### src/lph_pkg.sv
// Shared types, constants and sizes for the linear-probing hash set.
package lph_pkg;

    localparam int SLOT_COUNT = 1024;
    localparam int SLOT_BITS  = $clog2(SLOT_COUNT);
    localparam int SIZE_BITS  = SLOT_BITS + 1;
    localparam int KEY_BITS   = 35;

    localparam int CFG_BITS   = 11;
    localparam logic [CFG_BITS-1:0] TABLE_SIZE_RESET = CFG_BITS'(1024);
    localparam int ADDR_BITS  = 3;
    localparam int DATA_BITS  = 32;
    localparam logic REG_TABLE_SIZE = 1'b0;

    // Remainder unit: DIGIT_BITS key bits are folded in per cycle.
    localparam int DIGIT_BITS    = 5;
    localparam int MOD_STEPS     = (KEY_BITS + DIGIT_BITS - 1) / DIGIT_BITS;
    localparam int MOD_PAD_BITS  = MOD_STEPS * DIGIT_BITS;
    localparam int MOD_CNT_BITS  = $clog2(MOD_STEPS + 1);

    typedef enum logic {
        CMD_INSERT = 1'b0,
        CMD_QUERY  = 1'b1
    } t_cmd;

    typedef struct packed {
        t_cmd                command;
        logic [KEY_BITS-1:0] key;
    } t_req;

    typedef struct packed {
        logic found;
        logic inserted;
        logic table_full;
    } t_rsp;

    typedef struct packed {
        logic                occupied;
        logic [KEY_BITS-1:0] key;
    } t_entry;

    typedef struct packed {
        logic                 we;
        logic [SLOT_BITS-1:0] addr;
        t_entry               data;
    } t_mem_wr;

    typedef enum logic [2:0] {
        ST_CLEAR,
        ST_IDLE,
        ST_HASH,
        ST_PROBE,
        ST_FINISH
    } t_state;

endpackage

### src/lph_mod.sv
// Multi-cycle remainder unit: key modulo table size, several bits per cycle.
module lph_mod (
    input  logic                          i_clk,
    input  logic                          i_rst_n,
    input  logic                          i_start,
    input  logic [lph_pkg::KEY_BITS-1:0]  i_key,
    input  logic [lph_pkg::SIZE_BITS-1:0] i_size,
    output logic                          o_done,
    output logic [lph_pkg::SLOT_BITS-1:0] o_rem
);
    import lph_pkg::*;

    logic                    r_busy;
    logic                    r_done;
    logic [MOD_CNT_BITS-1:0] r_cnt;
    logic [MOD_PAD_BITS-1:0] r_key;
    logic [SLOT_BITS-1:0]    r_rem;
    logic [SLOT_BITS-1:0]    n_rem;

    // Restoring steps: the partial remainder stays below the size, so one
    // compare and subtract per bit is enough.
    always_comb begin
        logic [SIZE_BITS-1:0] t;
        logic [SLOT_BITS-1:0] rem;
        rem = r_rem;
        for (int i = 0; i < DIGIT_BITS; i++) begin
            t = {rem, r_key[MOD_PAD_BITS-1-i]};
            if (t >= i_size) begin
                t = t - i_size;
            end
            rem = t[SLOT_BITS-1:0];
        end
        n_rem = rem;
    end

    always_ff @(posedge i_clk) begin
        if (!i_rst_n) begin
            r_busy <= 1'b0;
            r_done <= 1'b0;
            r_cnt  <= '0;
        end else begin
            r_done <= 1'b0;
            if (i_start) begin
                r_busy <= 1'b1;
                r_cnt  <= MOD_CNT_BITS'(MOD_STEPS);
            end else if (r_busy) begin
                r_cnt <= r_cnt - 1'b1;
                if (r_cnt == MOD_CNT_BITS'(1)) begin
                    r_busy <= 1'b0;
                    r_done <= 1'b1;
                end
            end
        end
    end

    always_ff @(posedge i_clk) begin
        if (i_start) begin
            r_key <= MOD_PAD_BITS'(i_key);
            r_rem <= '0;
        end else if (r_busy) begin
            r_key <= r_key << DIGIT_BITS;
            r_rem <= n_rem;
        end
    end

    assign o_done = r_done;
    assign o_rem  = r_rem;

endmodule

### config.mk
export PLATFORM = sky130hd
export DESIGN_NAME = lph_mod
export DESIGN_NICKNAME = d
export VERILOG_FILES = /design/src/lph_pkg.sv /design/src/lph_mod.sv
export SDC_FILE = /design/constraint.sdc
export NUM_CORES = 1
export LEC_CHECK = 0
export BUFFER_PORTS_ARGS = -buffer_cell sky130_fd_sc_hd__buf_2
export CORE_ASPECT_RATIO = 0.8
export CORE_MARGIN = 5
export CORE_UTILIZATION = 57
export CTS_BUF_LIST = sky130_fd_sc_hd__clkbuf_16
export DETAILED_ROUTE_END_ITERATION = 8
export PLACE_DENSITY = 0.78
export SYNTH_ARGS = -nofsm -noshare
export SYNTH_HDL_FRONTEND = slang
export SYNTH_SLANG_ARGS = --single-unit
export TNS_END_PERCENT = 10
### constraint.sdc
create_clock -name i_clk -period 10.6 [get_ports i_clk]
set_input_delay 0.53 -clock i_clk [delete_from_list [all_inputs] [get_ports i_clk]]
set_output_delay 0.53 -clock i_clk [all_outputs]
set_load 0.02 [all_outputs]
Word-level counts from Yosys, hierarchy flattened
Cells that the tools add are included.
- bits in registers: 50
- input port bits: 49
- word-level logic and storage cells: 34
- add/subtract/negate cells: 6
- magnitude comparators: 5
- equal/unequal tests: 1
- mux-type cells: 13
- bitwise logic cells: 2
- reduce and logical (&&, ||, !) cells: 2
- operators with widths (cell ; number):
    2-to-1 mux 35 bit ; 2
    greater-or-equal comparator 11 bit ; 5
    2-to-1 mux 10 bit ; 5
    subtractor 10 bit ; 5
    2-to-1 mux 3 bit ; 2
    2-to-1 mux 1 bit ; 4
    equality test 3 x 1 -> 1 bit (second input constant) ; 1
    OR reduction 3 bit ; 1
    subtractor 3 x 1 -> 3 bit (second input constant) ; 1
    NOT 1 bit ; 2
    nonzero test 2 bit ; 1

Longest topological paths before layout
Gate-level depths: netlist of run 1.
- depth after elaboration: 10
- depth in mapped cells: 46
- mapped depth without buffers: 40

Worst setup path before layout of run 1
OpenSTA, ideal clock, no wires.
- path kind: input-to-reg
- start: input i_size[1] (netlist bit)
- end: register r_rem[5] (netlist: o_rem[5])
- data arrival time: 9.189 ns
- data required time: 10.481 ns
- setup slack: 1.292 ns
- stages: 45
- path buffers: 7
- path through: inv_1 -> ha_1 -> nand2b_1 -> a211o_1 -> a311o_1 -> a31o_1 -> buf_6 -> buf_2 -> nor3_1 -> a21o_1 -> ha_1 -> nand4_1 -> nor3_1 -> nor4b_1 -> a22oi_1 -> clkbuf_1 -> a211oi_1 -> nor2_1 -> (+9 left out) -> ha_1 -> a21o_1 -> a21oi_1 -> a31oi_1 -> o31a_1 -> clkbuf_1 -> clkbuf_1 -> nand3_1 -> o221ai_1 -> ha_1 -> a211o_1 -> nor2_1 -> o221ai_1 -> o21bai_1 -> clkbuf_1 -> and2_1 -> nand2_1 -> o221a_1
- longest elaborated chain between the ends: 10
- RTL lines (what ; RTL line ; RTL):
    start, declared ; lph_mod.sv:7 ; input logic [lph_pkg::SIZE_BITS-1:0] i_size,
    subtractor 10 bit / greater-or-equal comparator 11 bit (equally long branches) ; lph_mod.sv:29, lph_mod.sv:28 ;
    2-to-1 mux 10 bit ; lph_mod.sv:28 ; if (t >= i_size) begin
    subtractor 10 bit / greater-or-equal comparator 11 bit (equally long branches) ; lph_mod.sv:29, lph_mod.sv:28 ;
    2-to-1 mux 10 bit ; lph_mod.sv:28 ;
    subtractor 10 bit / greater-or-equal comparator 11 bit (equally long branches) ; lph_mod.sv:29, lph_mod.sv:28 ;
    2-to-1 mux 10 bit ; lph_mod.sv:28 ;
    subtractor 10 bit / greater-or-equal comparator 11 bit (equally long branches) ; lph_mod.sv:29, lph_mod.sv:28 ;
    2-to-1 mux 10 bit ; lph_mod.sv:28 ;
    subtractor 10 bit / greater-or-equal comparator 11 bit (equally long branches) ; lph_mod.sv:29, lph_mod.sv:28 ;
    2-to-1 mux 10 bit * ; lph_mod.sv:28 ;
    end signal, assigned ; lph_mod.sv:62 ; r_rem <= n_rem;
    end, declared ; lph_mod.sv:17 ; logic [SLOT_BITS-1:0] r_rem;
Mark *: on every way between the ends. The rest lies on a longest branch, timed or not.
A chain may end at the register's enable or synchronous reset.

Worst setup path after layout of run 1
- start: input i_size[1] (netlist bit)
- end: register r_rem[8] (netlist: o_rem[8])
The elaborated chain is that of the path after synthesis.

==> run_results.csv, run 1 <==
group,metric,value,unit
status,outcome,"complete, no violations",
floorplanning,die_y,94.3,um
worst_setup_path,max_stage_delay,420,ps
detailed_routing,wl_met3,1540,um
final_layout,final-instance-count-excl-fill,735,
hold_path,min-delay-path-class,"in2reg",
placed_design,numPortBuffers,59,
timing,max_freq,99.8,MHz
timing,final-hold-violation-count,0,
floorplanning,ioPinCount,60,
placed_design,place_inst,727,
synth,synth_top_area_frac,0.208,
detailed_routing,vias,4689,
worst_setup_path,cp.arrival,10230,ps
grt,grt_pass1_wl,23700,um
final_layout,syn_to_final_growth,12.4,%
final_layout,utilization,0.665,
timing,setup_viol_count_final,0,
final_layout,antennaDiodeCount,0,
synth,synth.distinct_cells,65,
final_layout,layout-drive-gt1-share,0.207,
cts,clk_latency,300,ps
grt,grt_pass1_vias,4554,
cts,cts_made_buffers,5,
worst_setup_path,rrSetupSlack,770,ps
placed_design,gp_congestion,1.02,
synth,yosysSeqAreaShare,0.267,
detailed_routing,wl_per_cell,20.4,um
worst_setup_path,rr_worst_depth,40,
worst_setup_path,cp_slowest_cell,"a221oi_2",
synth,yosysWarnings,0,
worst_setup_path,r2r-end,"o_rem[8]",
grt,antenna_found_initial,1,
floorplanning,initial_utilization,0.591,
cts,cts_resized,0,
detailed_routing,wl,15000,um
synth,avgSynthCellArea,9.01,sq um
timing,layout_min_cycle_time,10020,ps
grt,grt_start_max_net_pins,45,
hold_path,hold_path_depth,2,
floorplanning,fp.dieW,115,um
placed_design,dp_hpwl,12100,um
detailed_routing,drt_iter0_drc,521,
synth,synthTopCellsByArea,"edfxtp_1, ha_1, mux2_2",
cts,cts_hold_buf,0,
worst_setup_path,critical_path.max_fanout,16,
detailed_routing,wl_met1,6680,um
synth,synth_edf_count,35,
synth,synthFlopType,"edfxtp_1",
timing,finalClockSkew,6.07,ps
detailed_routing,drtPass1Iterations,7,
grt,grt.overflow.total,0,
final_layout,fin_nets,733,
detailed_routing,viasPerCell,6.38,
detailed_routing,ant_nets,0,
grt,track_usage,0.279,
worst_setup_path,end_kind,"flip-flop",
cts,clk_pin_slew,70,ps
synth,synth_cells,562,
floorplanning,die-area,10900,sq um
final_layout,fin_area,5690,sq um
flow_run,max_cap_viol_count,0,
timing,finalMaxSlewViolations,0,
floorplanning,core_area,8560,sq um
timing,layout_worst_path_cycle_share,0.945,
timing,tns,0,ps
worst_setup_path,crit_required,10810,ps
detailed_routing,drc,0,
hold_path,hold_end,"r_busy",
timing,rsz0062_at_grt,"no",
cts,tritoncts,"built",
synth,async_flop_share,0,
cts,root_buffer,"clkbuf_16",
cts,postCtsSetupBuffers,0,
timing,worst_slew_pin_slew,886,ps
worst_setup_path,crit_top_cell,"ha_1",
synth,syn_nets,673,
worst_setup_path,critPathKind,"in2reg",
synth,ys_ff_latch,50,
worst_setup_path,r2r_start,"o_rem[5]",
detailed_routing,top_layer,"met5",
cts,cts_sinks,50,
floorplanning,rows,30,
cts,cts_max_path_buffers,2,
cts,htree_levels,2,
synth,yosys.area.top_type,"edfxtp_1",
synth,synth_area,5060,sq um
worst_setup_path,critPathLaunchType,"primary input",
timing,maxSlewHeadroom,0.408,
placed_design,place_area,5510,sq um
hold_path,hp-start,"i_rst_n",
detailed_routing,routed-wl-met2,6540,um
-- flip-flops by register name (all words and copies together), names as in the netlist --
name / flops
o_done: 1
r_cnt: 3
o_rem: 10
r_busy: 1
r_key: 35
-- per-layer routing --
layer	up-vias	global-route usage
li1	2217	-
met1	2219	0.394
met2	225	0.416
met3	26	0.0927
met4	2	0.0557
met5	-	0
-- worst max path at each step --
stage / from / to / slack (ps) / cells after the start
2_1_floorplan: i_size[1] / o_rem[5] / 1290 / 45
3_3_place_gp: i_size[1] / o_rem[8] / 350 / 39
3_5_place_dp: i_size[1] / o_rem[9] / 100 / 40
4_1_cts: i_size[1] / o_rem[9] / 400 / 39
5_1_grt: i_size[1] / o_rem[8] / 8 / 41
6_report: i_size[1] / o_rem[8] / 580 / 42
-- stage by stage --
step	setup WS, ps	hold WS [ps]
2_1_floorplan	1290	518
3_3_place_gp	345	527
3_5_place_dp	98.3	527
4_1_cts	395	507
5_1_grt	8.41	510
6_report	583	506
-- cell families (layout without fill, tap and decap cells) --
| kind of cell | after synthesis | in the layout | share of synthesized area |
|---|---|---|---|
| AOI/OAI and AO/OA | 162 | 162 | 0.228 |
| DFF | 50 | 50 | 0.267 |
| buffers and inverters | 65 | 126 | 0.0504 |
| adders and majority gates | 62 | 62 | 0.161 |
| xor gates and xnor gates | 29 | 29 | 0.0502 |
| and+or+nand+nor | 148 | 148 | 0.142 |
| muxes | 46 | 46 | 0.102 |
-- placed cells by master, fill, tap and decap left out, types with 6 or more instances in the layout --
master,instances
and2_1,9
edfxtp_1,35
or3_1,7
nand2b_1,6
ha_1,57
nand4_1,8
nor3_1,14
nand3_1,8
nor2b_1,9
a31oi_1,7
xnor2_1,19
nand2_1,39
o21a_1,14
mux2i_1,8
o21ai_0,20
inv_1,46
a21boi_0,6
a21oi_1,35
a21o_1,12
nor2_1,36
xor2_1,10
buf_2,59
o211ai_1,7
dfxtp_1,15
buf_4,12
mux2_2,35
-- critical path: cells and delay by family --
family	cells	cell delay, ps
compound gates	21	5270
mux	1	330
simple gates	6	910
xor+xnor	1	100
fa+ha+maj	5	1780
buf+inv	8	1300
-- cells in the mapped netlist (3+ instances only) --
cell and count:
a311oi_1 4, nor3_1 14, edfxtp_1 35, a21oi_1 35, o221ai_1 4, a21o_1 12
a21boi_0 6, a211o_1 4, nor2_1 36, fa_1 5, clkbuf_1 14, o31ai_1 4
a311o_1 3, a31oi_1 7, nand2_1 39, o21ai_1 6, and3_1 4, inv_1 46
nand2b_1 6, a211oi_1 4, ha_1 57, o21a_1 14, xor2_1 10, or3_1 7
and2_1 9, xnor2_1 19, mux2i_1 9, dfxtp_1 15, nor2b_1 9, o21ai_0 20
mux2_2 35, o211ai_1 7, o22ai_1 3, buf_2 3, nand4_1 8, nand3_1 8
-- cell type report --
cell class,count,area [sq um]
Clock buffer,5,125
Clock inverter,3,42.5
Fill cell,744,2870
Inverter,47,176
Multi-Input combinational cell,447,3470
Sequential cell,50,1350
Tap cell,112,140
Timing Repair Buffer,71,385
Power of run 1 is left out: the tool's default activity adds up to more than one toggle a clock period on the data nets, which glitch-free logic cannot reach.
==> inputs of run 2 (changes only) <==
--- a/config.mk
+++ b/config.mk
@@ -11,7 +11,7 @@
 export CORE_UTILIZATION = 57
 export CTS_BUF_LIST = sky130_fd_sc_hd__clkbuf_16
 export DETAILED_ROUTE_END_ITERATION = 8
-export PLACE_DENSITY = 0.78
+export PLACE_DENSITY = 0.85
 export SYNTH_ARGS = -nofsm -noshare
 export SYNTH_HDL_FRONTEND = slang
 export SYNTH_SLANG_ARGS = --single-unit
==> run_results.csv, run 2 (synthesized netlist as in run 1, its figures left out) <==
group,metric,value,unit
cts,postCtsSetupBuffers,0,
detailed_routing,wl_per_cell,20.3,um
placed_design,numPortBuffers,59,
placed_design,gp_congestion,0.984,
detailed_routing,wl,15000,um
cts,cts_sinks,50,
worst_setup_path,crit_required,10780,ps
timing,worst_slew_pin_slew,928,ps
timing,maxSlewHeadroom,0.380,
timing,layout_worst_path_cycle_share,0.950,
cts,clk_pin_slew,70,ps
timing,layout_min_cycle_time,10070,ps
flow_run,max_cap_viol_count,0,
worst_setup_path,cp_slowest_cell,"o31a_1",
timing,fin_ws,525,ps
grt,antenna_found_initial,0,
timing,max_freq,99.3,MHz
final_layout,final_cell_mix,"buf_2, ha_1, inv_1",
timing,setup_viol_count_final,0,
final_layout,largest_register,"r_key",
detailed_routing,ant_nets,0,
final_layout,n_fill_cell,727,
timing,final-hold-violation-count,0,
final_layout,multi_input_area,3480,sq um
worst_setup_path,critPathLaunchType,"primary input",
worst_setup_path,max_stage_delay,470,ps
worst_setup_path,cp.arrival,10260,ps
placed_design,place_inst,727,
timing,holdWs,503,ps
floorplanning,initial_utilization,0.591,
final_layout,largest_register_ff_count,35,
grt,grt_start_max_net_pins,45,
final_layout,seqCellArea,1350,sq um
floorplanning,rows,30,
final_layout,final_common_cell,"buf_2",
worst_setup_path,critical_path.max_fanout,16,
final_layout,fin_area,5680,sq um
placed_design,place_area,5510,sq um
cts,cts_max_path_buffers,2,
floorplanning,die_y,94.3,um
final_layout,final-instance-count-excl-fill,735,
detailed_routing,viasPerCell,6.48,
worst_setup_path,end_kind,"flip-flop",
cts,clk_latency,290,ps
timing,finalClockSkew,7.42,ps
final_layout,syn_to_final_growth,12.2,%
floorplanning,ioPinCount,60,
placed_design,place_ws,281,ps
final_layout,antennaDiodeCount,0,
worst_setup_path,crit_top_cell,"ha_1",
detailed_routing,vias,4766,
cts,cts_made_buffers,5,
hold_path,min-delay-path-class,"in2reg",
cts,root_buffer,"clkbuf_16",
floorplanning,fp.dieW,115,um
floorplanning,die-area,10900,sq um
detailed_routing,drtPass1Iterations,6,
detailed_routing,drc,0,
status,outcome,"complete, no violations",
placed_design,dp_hpwl,11900,um
floorplanning,core_area,8560,sq um
timing,finalMaxSlewViolations,0,
grt,track_usage,0.274,
final_layout,layout-drive-gt1-share,0.209,
detailed_routing,drt_iter0_drc,542,
grt,grt_pass1_wl,23100,um
cts,tritoncts,"built",
worst_setup_path,critPathKind,"in2reg",
grt,grt_pass1_vias,4533,
final_layout,fin_nets,733,
grt,grt.overflow.total,0,
cts,htree_levels,2,
-- run 2: area by class of cell --
type                       count  share of cell area
inverter                      47              0.0311
clock buffer                   5              0.0220
multi-input combinational    447               0.613
clock inverter                 3             0.00330
timing repair buffer          71              0.0679
tap                          112              0.0247
sequential                    50               0.238
-- run 2: final timing paths --
kind,startpoint,slack [ps],depth (start not counted),endpoint
worst max-delay path,i_size[1],530,39,o_rem[8]
worst min-delay path,i_rst_n,500,3,o_done
worst max register to register,o_rem[4],690,36,o_rem[8]
worst min register to register,r_key[1],550,1,r_key[6]
-- run 2: metrics by stage --
stage	utilization	setup TNS, ps
detailed placement	0.644	0
CTS	0.660	0
global placement	0.644	0
global route	0.664	-46.3
finish	0.664	0
floorplan	-	0
-- run 2: worst max-delay path, delay by kind of cell --
kind | cells | cell delay (ps)
compound gates | 20 | 5410
simple gates | 7 | 1320
fa+ha+maj | 5 | 1610
buf+inv | 6 | 990
mux | 1 | 350
-- run 2: layer usage --
layer | GRT usage | vias up | wire (um)
met3 | 0.0689 | 32 | 1800
met2 | 0.421 | 245 | 6640
met5 | 0 | - | 0
li1 | - | 2216 | -
met4 | 0.0635 | 0 | 346
met1 | 0.385 | 2273 | 6170
-- run 2: timing repair --
item,in CTS,in global routing
hold endpoints to repair,0,0
endpoints found under the setup margin,0,10
hold buffers,0,0
gates resized for setup,0,6
Power of run 2 is left out for the same reason.
